$ cat config.mk
export PLATFORM = sky130hd
export DESIGN_NAME = sleep_and_quantum_tick_table_core
export DESIGN_NICKNAME = d
export VERILOG_FILES = /design/src/design/sqt_pkg.sv /design/src/design/sqt_ram.sv /design/src/design/sqt_out.sv /design/src/design/sqt_ctrl.sv /design/src/design/sleep_and_quantum_tick_table_core.sv
export VERILOG_INCLUDE_DIRS = /design/src /design/src/design
export SDC_FILE = /design/constraint.sdc
export NUM_CORES = 1
export LEC_CHECK = 0
export BUFFER_PORTS_ARGS = -buffer_cell sky130_fd_sc_hd__buf_4
export CAP_MARGIN = 20
export CORE_MARGIN = 2
export CORE_UTILIZATION = 65
export CTS_BUF_LIST = sky130_fd_sc_hd__clkbuf_8
export DETAILED_ROUTE_END_ITERATION = 6
export HOLD_SLACK_MARGIN = 0.08
export PLACE_DENSITY_LB_ADDON = 0.12
export SYNTH_ARGS = -nofsm -noshare
export SYNTH_HDL_FRONTEND = slang
export SYNTH_SLANG_ARGS = --single-unit
$ cat constraint.sdc
create_clock -name clk -period 16.84 [get_ports clk]
set_clock_uncertainty 0.2 [all_clocks]
set_input_delay 3.368 -clock clk [delete_from_list [all_inputs] [get_ports clk]]
set_output_delay 3.368 -clock clk [all_outputs]
set_load 0.01 [all_outputs]
$ cat src/design/sleep_and_quantum_tick_table_core_macros.svh
// Assertion macros for the sleep and quantum tick table.
// Expects clk and rst_n in the scope of use.
`ifndef SLEEP_AND_QUANTUM_TICK_TABLE_CORE_MACROS_SVH
`define SLEEP_AND_QUANTUM_TICK_TABLE_CORE_MACROS_SVH

// same-cycle implication
`define SQT_ASSERT_NOW(lbl, ante, cons) \
  lbl: assert property (@(posedge clk) disable iff (!rst_n) (ante) |-> (cons)) \
    else $error("sqt: same-cycle check failed");

// next-cycle implication
`define SQT_ASSERT_NEXT(lbl, ante, cons) \
  lbl: assert property (@(posedge clk) disable iff (!rst_n) (ante) |=> (cons)) \
    else $error("sqt: next-cycle check failed");

`endif

$ cat src/design/sqt_pkg.sv
// Shared types and codes for the sleep and quantum tick table.
// No dependencies.
`timescale 1ns / 1ps

package sqt_pkg;

  localparam int TASK_COUNT_DEF = 16;
  localparam int TASK_ID_W      = 4;
  localparam int COUNT_W        = 32;
  localparam int OPCODE_W       = 2;
  localparam int KIND_W         = 2;

  localparam logic [OPCODE_W-1:0] OP_TICK  = 2'd0;
  localparam logic [OPCODE_W-1:0] OP_SLEEP = 2'd1;
  localparam logic [OPCODE_W-1:0] OP_START = 2'd2;

  localparam logic [KIND_W-1:0] EV_ACK    = 2'd0;
  localparam logic [KIND_W-1:0] EV_WAKE   = 2'd1;
  localparam logic [KIND_W-1:0] EV_EXPIRE = 2'd2;

  typedef struct packed {
    logic [OPCODE_W-1:0]  opcode;
    logic [TASK_ID_W-1:0] task_id;
    logic [COUNT_W-1:0]   count_value;
  } in_t;

  typedef struct packed {
    logic [KIND_W-1:0]    event_kind;
    logic [TASK_ID_W-1:0] event_task;
    logic [COUNT_W-1:0]   ticks_seen;
    logic                 last;
  } out_t;

  // sequencer to output stage: push an event, or finish the item
  typedef struct packed {
    logic                 push;
    logic                 fin;
    logic [KIND_W-1:0]    event_kind;
    logic [TASK_ID_W-1:0] event_task;
    logic [COUNT_W-1:0]   ticks;
  } cmd_t;

endpackage

$ cat src/design/sqt_ram.sv
// Generic single-write, single-read RAM with registered read data.
// No dependencies.
`timescale 1ns / 1ps

module sqt_ram #(
  parameter int WIDTH = 32,
  parameter int DEPTH = 16
) (
  input  logic                                  clk,
  input  logic                                  wr_en,
  input  logic [(DEPTH > 1 ? $clog2(DEPTH) : 1)-1:0] wr_addr,
  input  logic [WIDTH-1:0]                      wr_data,
  input  logic                                  rd_en,
  input  logic [(DEPTH > 1 ? $clog2(DEPTH) : 1)-1:0] rd_addr,
  output logic [WIDTH-1:0]                      rd_data
);

  logic [WIDTH-1:0] mem [DEPTH];

  always_ff @(posedge clk) begin
    if (wr_en) begin
      mem[wr_addr] <= wr_data;
    end
    if (rd_en) begin
      rd_data <= mem[rd_addr];
    end
  end

endmodule

$ cat src/design/sqt_out.sv
// Output stage: one held event plus the output register.
// Depends on sqt_pkg.
`timescale 1ns / 1ps

module sqt_out import sqt_pkg::*; (
  input  logic clk,
  input  logic rst_n,
  input  cmd_t cmd,
  output logic adv,
  output logic out_valid,
  input  logic out_stall,
  output out_t out_data
);

  logic out_valid_r, out_valid_nxt;
  out_t out_data_r, out_data_nxt;
  logic have_r, have_nxt;
  out_t held_r, held_nxt;
  logic take;

  // an event is only known not to be the last once the next one turns up
  assign take = out_valid_r && !out_stall;
  assign adv  = !out_valid_r || !out_stall;

  always_comb begin
    out_valid_nxt = out_valid_r && !take;
    out_data_nxt  = out_data_r;
    have_nxt      = have_r;
    held_nxt      = held_r;
    if (adv && cmd.push) begin
      if (have_r) begin
        out_data_nxt      = held_r;
        out_data_nxt.last = 1'b0;
        out_valid_nxt     = 1'b1;
      end
      held_nxt.event_kind = cmd.event_kind;
      held_nxt.event_task = cmd.event_task;
      held_nxt.ticks_seen = cmd.ticks;
      held_nxt.last       = 1'b0;
      have_nxt            = 1'b1;
    end else if (adv && cmd.fin) begin
      if (have_r) begin
        out_data_nxt = held_r;
      end else begin
        out_data_nxt.event_kind = EV_ACK;
        out_data_nxt.event_task = '0;
        out_data_nxt.ticks_seen = cmd.ticks;
      end
      out_data_nxt.last = 1'b1;
      out_valid_nxt     = 1'b1;
      have_nxt          = 1'b0;
    end
  end

  always_ff @(posedge clk) begin
    if (!rst_n) begin
      out_valid_r <= 1'b0;
      have_r      <= 1'b0;
    end else begin
      out_valid_r <= out_valid_nxt;
      have_r      <= have_nxt;
    end
    out_data_r <= out_data_nxt;
    held_r     <= held_nxt;
  end

  assign out_valid = out_valid_r;
  assign out_data  = out_data_r;

endmodule

$ cat src/design/sqt_ctrl.sv
// Sequencer: decodes operations, walks the countdown RAM on a tick.
// Depends on sqt_pkg; drives the ports of sqt_ram.
`timescale 1ns / 1ps

module sqt_ctrl import sqt_pkg::*; #(
  parameter int TASK_COUNT = TASK_COUNT_DEF
) (
  input  logic clk,
  input  logic rst_n,
  input  logic in_valid,
  output logic in_stall,
  input  in_t  in_data,
  input  logic adv,
  output cmd_t cmd,
  output logic wr_en,
  output logic [(TASK_COUNT > 1 ? $clog2(TASK_COUNT) : 1)-1:0] wr_addr,
  output logic [COUNT_W-1:0] wr_data,
  output logic rd_en,
  output logic [(TASK_COUNT > 1 ? $clog2(TASK_COUNT) : 1)-1:0] rd_addr,
  input  logic [COUNT_W-1:0] rd_data
);

  localparam int IDX_W = TASK_COUNT > 1 ? $clog2(TASK_COUNT) : 1;
  localparam int CNT_W = $clog2(TASK_COUNT + 2);
  localparam logic [CNT_W-1:0] CNT_QUANT = CNT_W'(TASK_COUNT);

  typedef enum logic [2:0] {
    ST_IDLE = 3'b001,
    ST_WALK = 3'b010,
    ST_DONE = 3'b100
  } st_t;

  st_t st_r, st_nxt;
  logic [TASK_COUNT-1:0] sleep_r, sleep_nxt;
  logic cv_r, cv_nxt;
  logic [TASK_ID_W-1:0] ct_r, ct_nxt;
  logic [COUNT_W-1:0] tick_r, tick_nxt;
  logic [CNT_W-1:0] cnt_r, cnt_nxt;
  logic pend_r, pend_nxt;
  logic pq_r, pq_nxt;
  logic [IDX_W-1:0] pidx_r, pidx_nxt;
  logic fwd_r, fwd_nxt;
  logic [COUNT_W-1:0] fwd_data_r, fwd_data_nxt;

  logic in_acc;
  logic [IDX_W-1:0] ct_idx, tid_idx;
  logic [COUNT_W-1:0] cd;
  logic hit;

  assign in_stall = !(st_r == ST_IDLE && adv);
  assign in_acc   = in_valid && !in_stall;
  assign ct_idx   = IDX_W'(ct_r);
  assign tid_idx  = IDX_W'(in_data.task_id);
  assign cd       = fwd_r ? fwd_data_r : rd_data;
  assign hit      = pq_r || sleep_r[pidx_r];

  always_comb begin
    st_nxt       = st_r;
    sleep_nxt    = sleep_r;
    cv_nxt       = cv_r;
    ct_nxt       = ct_r;
    tick_nxt     = tick_r;
    cnt_nxt      = cnt_r;
    pend_nxt     = pend_r;
    pq_nxt       = pq_r;
    pidx_nxt     = pidx_r;
    fwd_nxt      = fwd_r;
    fwd_data_nxt = fwd_data_r;
    wr_en        = 1'b0;
    wr_addr      = ct_idx;
    wr_data      = in_data.count_value;
    rd_en        = 1'b0;
    rd_addr      = cnt_r[IDX_W-1:0];
    cmd          = '0;
    cmd.ticks    = tick_r;

    case (st_r)
      ST_IDLE: begin
        if (in_acc) begin
          case (in_data.opcode)
            OP_TICK: begin
              tick_nxt  = tick_r + 1'b1;
              cmd.ticks = tick_nxt;
              if (cv_r) begin
                st_nxt   = ST_WALK;
                cnt_nxt  = '0;
                pend_nxt = 1'b0;
              end else begin
                cmd.fin = 1'b1;
              end
            end
            OP_SLEEP: begin
              if (cv_r) begin
                sleep_nxt[ct_idx] = 1'b1;
                wr_en             = 1'b1;
                cv_nxt            = 1'b0;
              end
              cmd.fin = 1'b1;
            end
            OP_START: begin
              if (32'(in_data.task_id) < 32'(TASK_COUNT)) begin
                sleep_nxt[tid_idx] = 1'b0;
                wr_en              = 1'b1;
                wr_addr            = tid_idx;
                ct_nxt             = in_data.task_id;
                cv_nxt             = 1'b1;
              end
              cmd.fin = 1'b1;
            end
            default: begin
              cmd.fin = 1'b1;
            end
          endcase
        end
      end
      ST_WALK: begin
        if (adv) begin
          cnt_nxt = cnt_r + 1'b1;
          // retire the entry whose read data is out this cycle
          if (pend_r && hit) begin
            wr_en   = 1'b1;
            wr_addr = pidx_r;
            if (cd <= 32'd1) begin
              wr_data        = '0;
              cmd.push       = 1'b1;
              cmd.event_task = TASK_ID_W'(pidx_r);
              if (pq_r) begin
                cmd.event_kind = EV_EXPIRE;
                cv_nxt         = 1'b0;
              end else begin
                cmd.event_kind    = EV_WAKE;
                sleep_nxt[pidx_r] = 1'b0;
              end
            end else begin
              wr_data = cd - 1'b1;
            end
          end
          // issue the next read: entries in order, then the current quantum
          if (cnt_r < CNT_QUANT) begin
            rd_en    = 1'b1;
            pend_nxt = 1'b1;
            pq_nxt   = 1'b0;
            pidx_nxt = cnt_r[IDX_W-1:0];
          end else if (cnt_r == CNT_QUANT) begin
            rd_en    = 1'b1;
            rd_addr  = ct_idx;
            pend_nxt = 1'b1;
            pq_nxt   = 1'b1;
            pidx_nxt = ct_idx;
          end else begin
            pend_nxt = 1'b0;
            st_nxt   = ST_DONE;
          end
          if (rd_en) begin
            fwd_nxt      = wr_en && (wr_addr == rd_addr);
            fwd_data_nxt = wr_data;
          end
        end
      end
      ST_DONE: begin
        if (adv) begin
          cmd.fin = 1'b1;
          st_nxt  = ST_IDLE;
        end
      end
      default: begin
        st_nxt = ST_IDLE;
      end
    endcase
  end

  always_ff @(posedge clk) begin
    if (!rst_n) begin
      st_r    <= ST_IDLE;
      sleep_r <= '0;
      cv_r    <= 1'b0;
      ct_r    <= '0;
      tick_r  <= '0;
      cnt_r   <= '0;
      pend_r  <= 1'b0;
      pq_r    <= 1'b0;
      fwd_r   <= 1'b0;
    end else begin
      st_r    <= st_nxt;
      sleep_r <= sleep_nxt;
      cv_r    <= cv_nxt;
      ct_r    <= ct_nxt;
      tick_r  <= tick_nxt;
      cnt_r   <= cnt_nxt;
      pend_r  <= pend_nxt;
      pq_r    <= pq_nxt;
      fwd_r   <= fwd_nxt;
    end
    pidx_r     <= pidx_nxt;
    fwd_data_r <= fwd_data_nxt;
  end

endmodule

$ cat src/design/sleep_and_quantum_tick_table_core.sv
// Channel | dir | handshake          | beat payload
// in_     | in  | in_valid/in_stall   | in_t  (opcode, task_id, count_value)
// out_    | out | out_valid/out_stall | out_t (event_kind, event_task, ticks_seen, last)
//
// Sleep, start and idle ticks are handled straight from idle; the result is registered.
// A tick with a current task walks the countdown RAM: one read per entry,
// one for the quantum, one step to flush, then a finishing step.
// Each beat beyond the first of a tick waits for the output register.
// out_stall freezes the walk while a beat waits in the output register;
// reset is synchronous, RAM is not cleared (only written entries are used).
// Depends on sqt_pkg, sqt_ram, sqt_ctrl, sqt_out and the macros header.
`timescale 1ns / 1ps
`include "sleep_and_quantum_tick_table_core_macros.svh"

module sleep_and_quantum_tick_table_core import sqt_pkg::*; #(
  parameter int TASK_COUNT = TASK_COUNT_DEF
) (
  input  logic clk,
  input  logic rst_n,
  input  logic in_valid,
  output logic in_stall,
  input  in_t  in_data,
  output logic out_valid,
  input  logic out_stall,
  output out_t out_data
);

  localparam int IDX_W = TASK_COUNT > 1 ? $clog2(TASK_COUNT) : 1;

  cmd_t cmd;
  logic out_adv;
  logic wr_en, rd_en;
  logic [IDX_W-1:0] wr_addr, rd_addr;
  logic [COUNT_W-1:0] wr_data, rd_data;

  sqt_ram #(
    .WIDTH(COUNT_W),
    .DEPTH(TASK_COUNT)
  ) u_ram (
    .clk    (clk),
    .wr_en  (wr_en),
    .wr_addr(wr_addr),
    .wr_data(wr_data),
    .rd_en  (rd_en),
    .rd_addr(rd_addr),
    .rd_data(rd_data)
  );

  sqt_ctrl #(
    .TASK_COUNT(TASK_COUNT)
  ) u_ctrl (
    .clk     (clk),
    .rst_n   (rst_n),
    .in_valid(in_valid),
    .in_stall(in_stall),
    .in_data (in_data),
    .adv     (out_adv),
    .cmd     (cmd),
    .wr_en   (wr_en),
    .wr_addr (wr_addr),
    .wr_data (wr_data),
    .rd_en   (rd_en),
    .rd_addr (rd_addr),
    .rd_data (rd_data)
  );

  sqt_out u_out (
    .clk      (clk),
    .rst_n    (rst_n),
    .cmd      (cmd),
    .adv      (out_adv),
    .out_valid(out_valid),
    .out_stall(out_stall),
    .out_data (out_data)
  );

  `SQT_ASSERT_NOW(a_cmd_when_free, cmd.push || cmd.fin, out_adv)
  `SQT_ASSERT_NOW(a_cmd_excl, cmd.push, !cmd.fin)
  `SQT_ASSERT_NEXT(a_item_progress, in_valid && !in_stall, out_valid || in_stall)
  `SQT_ASSERT_NOW(a_expire_last, out_valid && out_data.event_kind == EV_EXPIRE, out_data.last)

endmodule

==> qor_table.md, run 1 <==
| Quantity | Reported | Unit |
|:---|:---|:---|
| Fmax achieved | 131 | MHz |
| Placed Cells | 2564 | - |
| Sequential cell area in the final layout | 21100 | sq um |
| Remaining routing DRC violations | 0 | - |
| Type of the setup path with the least slack | in -> out | - |
| Vias in the first global route | 17700 | - |
| Total inserted antenna cells | 0 | - |
| Actual transition at the worst max-transition pin | 1.22 | ns |
| Number of nets in the synthesized netlist | 1971 | - |
| Clock tree from TritonCTS | yes | - |
| # IOs | 83 | - |
| Routability congestion estimate | 0.902 | - |
| Clock tree root driver cell | clkbuf_8 | - |
| Iteration count of the initial detailed-routing pass | 5 | - |
| Fraction of layout instances using a drive strength above 1 | 22.0 | % |
| Worst Setup Start Kind | primary input | - |
| Result of the run | finished, final reports clean | - |
| Largest area contributor in the synthesized netlist | edfxtp_1 | - |
| Routed length per instance | 25.7 | um |
| Leading cell types by count after synthesis | 657 x edfxtp_1, 144 x nand2_1, 134 x nor2_1 | - |
| Core Area | 46400 | sq um |
| Fraction of the yosys area taken by sequential cells | 69.4 | % |
| Fin nets | 2120 | - |
| Overall via count from detail_route | 18200 | - |
| Count of H-tree levels built during CTS | 3 | - |
| Post-CTS Hold Buffers | 0 | - |
| Count of non-filler cells in the finished layout | 2769 | - |
| Top-area cell type share of the netlist area | 65.0 | % |
| Filler cell count | 2865 | - |
| Initial Utilization | 65.5 | % |
| Crit share post-route | 45.3 | % |
| Maximum number of pins on one net before global-route repair | 72 | - |
| Register clock-pin slew on the reported worst setup and hold paths | 0.06 | ns |
| Full die area | 48400 | sq um |
| Count of state elements after synthesis | 723 | - |
| Slew Limit Fails | 0 | - |
| Largest stage delay on the critical path | 0.27 | ns |
| Clock insertion delay at the later pin of the skew report | 0.72 | ns |
| Detailed-route vias per instance | 6.55 | - |
| Warnings from Yosys | 0 | - |
| Total routing usage reported by global routing | 30.1 | % |
| Max transition margin | 18.1 | % |
| RSZ-0062 raised after global routing | no | - |
| P&R area growth vs syn | 11.8 | % |
| Initial antenna violation count | 0 | - |
| Setup Total Neg Slack | 0 | ns |
| Critical path data required time | 13.27 | ns |
| Average size of a mapped cell | 15.8 | sq um |
| Width of the die | 220 | um |
| Post-cts resize count | 0 | - |
| Site row count | 79 | - |
| Top-count cell post-synth | edfxtp_1 | - |
| Area used by multi-input combinational logic | 8790 | sq um |
| Lkg Pwr | 11.8 | nW |
| Post-synthesis instance area | 30300 | sq um |
| Ys async rst share | 0 | % |
| Setup violation total in the final timing report | 0 | - |
| CP Data Arrival Time | 4.06 | ns |
| Max Fanout on Critical Path | 12 | - |
| Final Hold Vio Count | 0 | - |
| Path category of the worst min-delay check | reg -> reg | - |
| VDD IR-drop max | 92.3 | uV |
| DRC violation total after the first TritonRoute iteration | 2348 | - |
| TritonCTS buffer count | 110 | - |
| Routed WL | 71.2 | mm |
| CP endpoint kind | output port | - |
| CP max-delay cell | nand2_1 | - |
| Most used flip-flop cell after synthesis | edfxtp_1 | - |
| Wire length of the first global-routing pass | 106 | mm |
| Max Cap Viol | 0 | - |
| Bufs on Longest Clock Path | 3 | - |
| IO Port Bufs | 82 | - |
| EDFF count, synth | 657 | - |
| Global-route congestion overflow total | 0 | - |
| Number of unique standard cell types used by synthesis | 89 | - |
| CTS Sinks | 723 | - |
| Number of instances in the synthesized netlist | 1921 | - |
| Buffer count from post-CTS setup fixing | 0 | - |
| Pwr/cell area | 99.7 | nW/um^2 |
| Height of the die | 220 | um |
| Leading cell types by total area after synthesis | edfxtp_1 65%, mux4_2 9.6%, dfxtp_1 4.4% | - |
| Detail Route Antenna Nets | 0 | - |
| Clock period minus final worst setup slack | 7.63 | ns |
| Detail Placement HPWL | 39.0 | mm |
| Cells traversed along the worst timing path | buf_4, nand2_1, nand2_1, buf_4 | - |
-- report_power, final --
part           total (mW)  internal, mW  switching, mW
sequential           1.97          1.96        0.00438
combinational      0.0823        0.0301         0.0522
clock                1.34         0.672          0.665
total                3.38          2.66          0.721
-- worst max-delay path, delay by kind of cell --
family	cells	cell delay, ns
simple gates	2	0.38
buf+inv	2	0.30
-- flip-flops by register name, indices dropped and copies added (netlist names), 5 cells and up --
signal             flops
u_ctrl.cnt_r           5
u_ctrl.fwd_data_r     32
u_ctrl.sleep_r        16
u_ctrl.tick_r         32
u_out.held_r          38
u_out.out_data        39
u_ram.mem            512
u_ram.rd_data         32
-- cell families after synthesis --
kind of cell / Yosys count / share of synthesized area (%)
simple gates: 463 / 7.59
fa+ha+maj: 8 / 0.330
mux: 172 / 11.2
buf+inv: 161 / 2.37
compound gates: 327 / 7.24
flops: 723 / 69.4
xor+xnor: 67 / 1.93
-- layout by cell type, fill, tap and decap left out, types with 6 or more instances in the layout --
master / n
o31ai_1: 11
or3_1: 15
nor2_1: 113
nor3_1: 22
o21a_1: 6
mux4_2: 129
and3_1: 24
nor2b_1: 14
nand3_1: 27
a211oi_1: 6
ha_1: 8
a22oi_1: 67
nor3b_1: 14
nand4_1: 13
nand2b_1: 10
edfxtp_1: 657
a22o_1: 17
nor2_4: 21
xor2_1: 30
clkinv_1: 28
dfxtp_1: 65
a31oi_1: 10
clkinv_2: 12
o21ai_0: 65
nand2_1: 144
xnor2_1: 37
mux2i_1: 30
a21oi_1: 81
buf_4: 144
o22ai_1: 9
clkbuf_8: 117
inv_1: 94
-- path summary, 6_finish.rpt --
| path | from | to | slack (ns) | cells past startpoint |
|---|---|---|---|---|
| max | out_stall | in_stall | 9.21 | 4 |
| min | u_ctrl.sleep_r[2] | u_ctrl.sleep_r[2] | 0.29 | 2 |
| max reg2reg | u_ctrl.pidx_r[0] | u_ram.mem[7][21] | 11.81 | 7 |
| min reg2reg | u_ctrl.sleep_r[2] | u_ctrl.sleep_r[2] | 0.29 | 2 |
-- layer usage --
metal	vias to the layer above	part of all wire (%)	global-route usage, %
met4	0	2.7	9.80
met3	155	9.0	5.56
met5	-	0	0
met1	9158	39	41.2
li1	7839	-	-
met2	998	49	49.7
-- cell type report --
type / instances / area share (%)
clock buffer: 117 / 4.74
tap: 607 / 2.24
timing repair buffer: 145 / 3.27
sequential: 723 / 62.0
clock inverter: 87 / 1.24
multi-input combinational: 1037 / 25.9
inverter: 53 / 0.586
-- through the flow --
| step | hold slack (ns) | worst slack [ns] | util (%) | instance area [sq um] | power (mW) |
|---|---|---|---|---|---|
| floorplan | 0.259 | 9.46 | - | 30300 | 2.05 |
| global placement | 0.272 | 9.27 | 68.8 | 31900 | 2.08 |
| detailed placement | 0.284 | 9.22 | 68.8 | 31900 | 2.08 |
| CTS | 0.292 | 9.22 | 73.1 | 33900 | 3.40 |
| global route | 0.303 | 9.17 | 73.2 | 33900 | 3.49 |
| finish | 0.289 | 9.21 | 73.2 | 33900 | 3.38 |
Power figures use the tool's default switching activity.
==> inputs of run 2 (changes only) <==
==> constraint.sdc (replaced) <==
create_clock -name clk -period 7.74 [get_ports clk]
set_clock_uncertainty 0.2 [all_clocks]
set_input_delay 1.548 -clock clk [delete_from_list [all_inputs] [get_ports clk]]
set_output_delay 1.548 -clock clk [all_outputs]
set_load 0.01 [all_outputs]
==> run 2 against run 1 <==
Effect of this change: non-clock buffer count shrank 11; sequential power grew 120%; register-to-register slack lost 9.3 ns; hold slack gained 0.017 ns; power grew 120%; die area is the same; clock-buffer cell count shrank 1; largest cell class unchanged; highest routed layer is now met5.
==> qor_table.md, run 2 (same netlist as run 1, synthesis figures left out) <==
| Quantity | Reported | Unit | Change |
|:---|:---|:---|:---|
| Net Sw Power | 1.59 | mW | +120% |
| CP max-delay cell | edfxtp_1 | - |  |
| Pint | 5.86 | mW | +120% |
| RR Startpoint | u_ctrl.pidx_r[0] | - |  |
| Path category of the worst min-delay check | reg -> reg | - |  |
| Family of cells with the greatest summed delay on the critical path | compound AO/OA/AOI/OAI gates | - |  |
| Commonest cells after routing, fill and taps aside | 657 x edfxtp_1, 144 x nand2_1, 129 x mux4_2, 124 x buf_4, 116 x clkbuf_8 | - |  |
| Filler cell count | 2783 | - | -2.9% |
| Fmax achieved | 192 | MHz |  |
| Detailed-route vias per instance | 6.51 | - | -0.67% |
| Share of total power in sequential cells | 57.4 | % | -0.7 points |
| Post-CTS Hold Buffers | 0 | - | unchanged |
| Bufs on Longest Clock Path | 3 | - | unchanged |
| Cells traversed along the worst timing path | mux4_2, a2111o_1, o21ai_4, a211oi_1, nand2b_1, nor2_4, buf_4 | - |  |
| Setup violation total in the final timing report | 0 | - | unchanged |
| Max Cap Viol | 0 | - | unchanged |
| Max transition margin | 26.1 | % | +8.0 points |
| Overall via count from detail_route | 18000 | - | -0.99% |
| Number of flip-flops under the largest register name | 512 | - | unchanged |
| Routed WL | 68.5 | mm | -3.8% |
| Buffer count from post-CTS setup fixing | 0 | - | unchanged |
| Register clock-pin slew on the reported worst setup and hold paths | 0.07 | ns | about the same |
| Top reg by flops | u_ram.mem | - |  |
| Wire length of the first global-routing pass | 103 | mm | -2.5% |
| Routability congestion estimate | 0.931 | - | +3.2% |
| Result of the run | finished, final reports clean | - |  |
| Site row count | 79 | - | unchanged |
| Height of the die | 220 | um | unchanged |
| Maximum number of pins on one net before global-route repair | 129 | - | +79% |
| Placed Cells | 2550 | - | -0.55% |
| Actual transition at the worst max-transition pin | 1.10 | ns | -0.122 ns |
| Crit share post-route | 67.4 | % |  |
| Pwr/cell area | 219 | nW/um^2 | +120% |
| Sw Share | 21.3 | % | about the same |
| Summed area of non-filler cells in the final layout | 34100 | sq um | +0.35% |
| # IOs | 83 | - | unchanged |
| Clock tree root driver cell | clkbuf_8 | - |  |
| Width of the die | 220 | um | unchanged |
| Clock period minus final worst setup slack | 5.21 | ns |  |
| Area used by multi-input combinational logic | 8790 | sq um | unchanged |
| CP endpoint kind | register | - |  |
| Start point of the worst min-delay path | u_ctrl.sleep_r[11] | - |  |
| P&R area growth vs syn | 12.2 | % |  |
| Worst Setup Start Kind | register | - |  |
| Critical path data required time | 7.89 | ns | -5.38 ns |
| Detail Route Antenna Nets | 0 | - | unchanged |
| Vias in the first global route | 17700 | - | -0.17% |
| Initial antenna violation count | 2 | - | +2 |
| Count of non-filler cells in the finished layout | 2760 | - | -0.33% |
| Iteration count of the initial detailed-routing pass | 5 | - | unchanged |
| Core Area | 46400 | sq um | unchanged |
| Clock network power share | 40.1 | % | +0.6 points |
| Full die area | 48400 | sq um | unchanged |
| Clock insertion delay at the later pin of the skew report | 0.72 | ns | about the same |
| TritonCTS buffer count | 110 | - | unchanged |
| Most common cell after layout, fill and taps aside | edfxtp_1 | - |  |
| Final Hold Vio Count | 0 | - | unchanged |
| Total routing usage reported by global routing | 29.1 | % | -1.1 points |
| CP Data Arrival Time | 5.37 | ns | +1.31 ns |
| Count of H-tree levels built during CTS | 3 | - | unchanged |
| Remaining routing DRC violations | 0 | - | unchanged |
| Worst Path Buf+Inv | 1 | - | -1 |
| CTS Sinks | 723 | - | unchanged |
| Setup Total Neg Slack | 0 | ns | unchanged |
| IO Port Bufs | 82 | - | unchanged |
| Post-DP Area | 31900 | sq um | +0.12% |
| Max Fanout on Critical Path | 29 | - | +17 |
| RSZ-0062 raised after global routing | no | - |  |
| Fin nets | 2109 | - | -0.52% |
| Routed length per instance | 24.8 | um | -3.5% |
| Global-route congestion overflow total | 0 | - | unchanged |
| Post-cts resize count | 0 | - | unchanged |
| Detail Placement HPWL | 40.3 | mm | +3.5% |
| Type of the setup path with the least slack | reg -> reg | - |  |
| Largest stage delay on the critical path | 0.82 | ns | +0.55 ns |
| Lkg Pwr | 11.7 | nW | -0.29% |
| Sequential cell area in the final layout | 21100 | sq um | unchanged |
| Part of the power in combinational logic | 2.5 | % | about the same |
| VDD IR-drop max | 192 | uV | +110% |
| Register-to-Register Setup Slack | 2.53 | ns | -9.28 ns |
| Origin of the worst setup path | u_ctrl.pidx_r[0] | - |  |
| Fraction of layout instances using a drive strength above 1 | 22.0 | % | about the same |
| Slew Limit Fails | 0 | - | unchanged |
| Clock tree from TritonCTS | yes | - |  |
| Initial Utilization | 65.5 | % | unchanged |
| DRC violation total after the first TritonRoute iteration | 2157 | - | -8.1% |
==> run 2: cell count changes in the layout (fill, tap and decap cells not counted), sizes merged, moves of 2 or more <==
| cell | before | now |
|---|---|---|
| buf | 145 | 134 |
| bufinv | 2 | 4 |
| inv | 96 | 81 |
| clkinv | 41 | 55 |
==> run 2: worst register-to-register path: stages, from the launching register on <==
cell and delay [ns]:
edfxtp_1 0.82, mux4_2 0.65, a2111o_1 0.58, o21ai_4 0.72, a211oi_1 0.34, nand2b_1 0.42
nor2_4 0.65, buf_4 0.47
==> run 2: stage by stage <==
stage | power (mW) | util, % | setup WS, ns | hold slack [ns]
2_1_floorplan | 4.45 | - | 1.85 | 0.259
3_3_place_gp | 4.53 | 68.5 | 2.16 | 0.278
3_5_place_dp | 4.54 | 68.8 | 2.02 | 0.292
4_1_cts | 7.49 | 73.4 | 2.60 | 0.299
5_1_grt | 7.67 | 73.5 | 2.36 | 0.317
6_report | 7.45 | 73.5 | 2.53 | 0.306
==> run 2: path summary, 6_finish.rpt <==
path | depth (start not counted) | endpoint
setup / recovery | 7 | u_ram.mem[9][22]
hold / removal | 2 | u_ctrl.sleep_r[11]
setup reg to reg | 7 | u_ram.mem[9][22]
hold reg to reg | 2 | u_ctrl.sleep_r[11]
==> run 2: layer usage <==
layer  part of all wire [%]  vias to the layer above  global-route usage (%)
met5                  0.013                        -                       0
met4                    2.9                        2                    10.4
met3                    8.5                      160                    5.62
met2                     48                      929                    46.3
met1                     40                     9075                    40.7
li1                       -                     7804                       -
==> run 2: power by group through the flow <==
stage | registers, mW | clock network, mW | logic (mW)
2_1_floorplan | 4.36 | 0 | 0.0887
3_3_place_gp | 4.36 | 0 | 0.172
3_5_place_dp | 4.36 | 0 | 0.180
4_1_cts | 4.28 | 3.04 | 0.181
5_1_grt | 4.28 | 3.20 | 0.198
6_report | 4.28 | 2.99 | 0.183
==> run 2: cell type report <==
class / instances / share of cell area (%)
inverters: 53 / 0.584
multi-input cells: 1037 / 25.8
repair buffers: 134 / 3.41
clock buffers: 116 / 4.69
diodes: 1 / 0.00735
clock inverters: 89 / 1.47
flip-flops and latches: 723 / 61.8
well taps: 607 / 2.23
==> inputs of run 3 (changes only) <==
==> constraint.sdc (replaced) <==
create_clock -name clk -period 5.25 [get_ports clk]
set_clock_uncertainty 0.2 [all_clocks]
set_input_delay 1.05 -clock clk [delete_from_list [all_inputs] [get_ports clk]]
set_output_delay 1.05 -clock clk [all_outputs]
set_load 0.01 [all_outputs]
==> run 3 against run 2 <==
Effect of this change: register-to-register slack worse by 1.7 ns; combinational power is 62% higher; clock power is 43% higher; hold slack worse by 0.013 ns; worst setup slack worse by 1.7 ns; clock-buffer cell count is 4 lower; cell count is 0.69% higher; non-clock buffer count is 20 higher; fmax is 19% higher; highest routed layer is now met4.
==> qor_table.md, run 3 (same netlist as run 1, synthesis figures left out) <==
| Quantity | Reported | Unit | Change |
|:---|:---|:---|:---|
| VDD IR-drop max | 301 | uV | +57% |
| Worst Setup Start Kind | register | - |  |
| Routing layer with the top usage in global route | met2 | - |  |
| Clock period minus final worst setup slack | 4.38 | ns | -0.834 ns |
| Slew Limit Fails | 0 | - | unchanged |
| IO Port Bufs | 82 | - | unchanged |
| Iteration count of the initial detailed-routing pass | 6 | - | +1 |
| Met2 Resource Use GR | 44.8 | % | -1.5 points |
| Global-route congestion overflow total | 0 | - | unchanged |
| CP Data Arrival Time | 4.57 | ns | -0.80 ns |
| TritonCTS buffer count | 110 | - | unchanged |
| Lkg Pwr | 11.9 | nW | +1.3% |
| # IOs | 83 | - | unchanged |
| Sequential cell area in the final layout | 21100 | sq um | unchanged |
| Critical path data required time | 5.44 | ns | -2.45 ns |
| Height of the die | 220 | um | unchanged |
| Overall via count from detail_route | 17900 | - | -0.62% |
| Setup violation total in the final timing report | 0 | - | unchanged |
| Total inserted antenna cells | 0 | - | -1 |
| Final Hold Vio Count | 0 | - | unchanged |
| RSZ-0062 raised after global routing | no | - |  |
| Wire length of the first global-routing pass | 105 | mm | +1.5% |
| Post-CTS Hold Buffers | 0 | - | unchanged |
| Maximum number of pins on one net before global-route repair | 72 | - | -44% |
| Number of flip-flops under the largest register name | 512 | - | unchanged |
| Smallest setup slack after layout | 0.870 | ns | -1.66 ns |
| Pwr/cell area | 318 | nW/um^2 | +45% |
| Max transition margin | 27.2 | % | +1.1 points |
| Site row count | 79 | - | unchanged |
| Type of the setup path with the least slack | reg -> reg | - |  |
| M1 GR Usage | 42.8 | % | +2.1 points |
| CP endpoint kind | register | - |  |
| CTS Sinks | 723 | - | unchanged |
| Routed length per instance | 24.9 | um | +0.16% |
| P&R area growth vs syn | 13.0 | % |  |
| Most common cell after layout, fill and taps aside | edfxtp_1 | - |  |
| Path category of the worst min-delay check | reg -> reg | - |  |
| Routing usage on met3 | 7.37 | % | +1.8 points |
| Fraction of layout instances using a drive strength above 1 | 22.1 | % | +0.074 points |
| Core Area | 46400 | sq um | unchanged |
| Vias in the first global route | 17700 | - | -0.24% |
| Remaining routing DRC violations | 0 | - | unchanged |
| Crit share post-route | 83.4 | % | +16 points |
| Buffer count from post-CTS setup fixing | 0 | - | unchanged |
| Initial Utilization | 65.5 | % | unchanged |
| Clock tree root driver cell | clkbuf_8 | - |  |
| Bufs on Longest Clock Path | 3 | - | unchanged |
| Register clock-pin slew on the reported worst setup and hold paths | 0.06 | ns | about the same |
| Max Cap Viol | 0 | - | unchanged |
| Register-to-Register Setup Slack | 0.87 | ns | -1.66 ns |
| Detail Placement HPWL | 44.2 | mm | +9.6% |
| Filler cell count | 2802 | - | +0.68% |
| Width of the die | 220 | um | unchanged |
| Setup Total Neg Slack | 0 | ns | unchanged |
| Routability congestion estimate | 0.928 | - | -0.40% |
| Count of H-tree levels built during CTS | 3 | - | unchanged |
| Routed WL | 69.1 | mm | +0.85% |
| DRC violation total after the first TritonRoute iteration | 2119 | - | -1.8% |
| Pre-CTS worst setup slack | 0.630 | ns | -1.39 ns |
| Total routing usage reported by global routing | 29.4 | % | +0.37 points |
| Max Fanout on Critical Path | 46 | - | +59% |
| Clock insertion delay at the later pin of the skew report | 0.72 | ns | about the same |
| Initial antenna violation count | 0 | - | -2 |
| Clock tree from TritonCTS | yes | - |  |
| Post-cts resize count | 0 | - | unchanged |
| Full die area | 48400 | sq um | unchanged |
| Detail Route Antenna Nets | 0 | - | unchanged |
| Detailed-route vias per instance | 6.43 | - | -1.3% |
| Commonest cells after routing, fill and taps aside | 657 x edfxtp_1, 144 x nand2_1, 131 x buf_4, 129 x mux4_2, 113 x nor2_1 | - |  |
| Fmax achieved | 228 | MHz | +19% |
| Actual transition at the worst max-transition pin | 1.09 | ns | -0.00970 ns |
| Area used by multi-input combinational logic | 8790 | sq um | unchanged |
| Result of the run | finished, final reports clean | - |  |
| Fin nets | 2129 | - | +0.95% |
| Total power | 10.9 | mW | +46% |
| Top reg by flops | u_ram.mem | - |  |
[run 3: per-stage QoR]
| stage | utilization (%) | cell area [sq um] | hold WS [ns] | instances |
|---|---|---|---|---|
| after global placement | 69.3 | 32100 | 0.276 | 2567 |
| after global routing | 73.9 | 34300 | 0.318 | 2779 |
| after detailed placement | 69.3 | 32100 | 0.285 | 2568 |
| after floorplan | - | 30300 | 0.259 | 1921 |
| after CTS | 73.7 | 34200 | 0.295 | 2773 |
| final | 73.9 | 34300 | 0.293 | 2779 |
[run 3: path summary, 6_finish.rpt]
path,startpoint,to,cells after the start
max,u_ctrl.fwd_r,u_ram.mem[2][18],7
min,u_ctrl.sleep_r[3],u_ctrl.sleep_r[3],2
min reg2reg,u_ctrl.sleep_r[3],u_ctrl.sleep_r[3],2
max reg2reg,u_ctrl.fwd_r,u_ram.mem[2][18],7
[run 3: routing by layer]
metal | routed length (um) | up-vias
met5 | 0 | -
met4 | 1630 | 0
met3 | 6530 | 108
met2 | 32300 | 897
met1 | 28700 | 9000
li1 | - | 7853
[run 3: worst max-delay path, stage by stage (launching register included)]
cell     delay, ns
dfxtp_4       0.79
mux2i_1       0.29
ha_1          0.32
o21ai_1       0.15
o22ai_1       0.22
and4_1        0.46
nor2_1        0.80
a32o_1        0.77
[run 3: cell type report]
cell class              count  area share [%]
clock buffers             112            4.50
clock inverters            93            1.46
inverters                  53           0.580
multi-input cells        1037            25.6
flip-flops and latches    723            61.4
well taps                 607            2.22
repair buffers            154            4.19
[run 3: power by group]
group          switching, mW  internal (mW)  total, mW
clock                   2.11           2.18       4.29
combinational          0.196         0.0997      0.296
sequential            0.0129           6.29       6.30
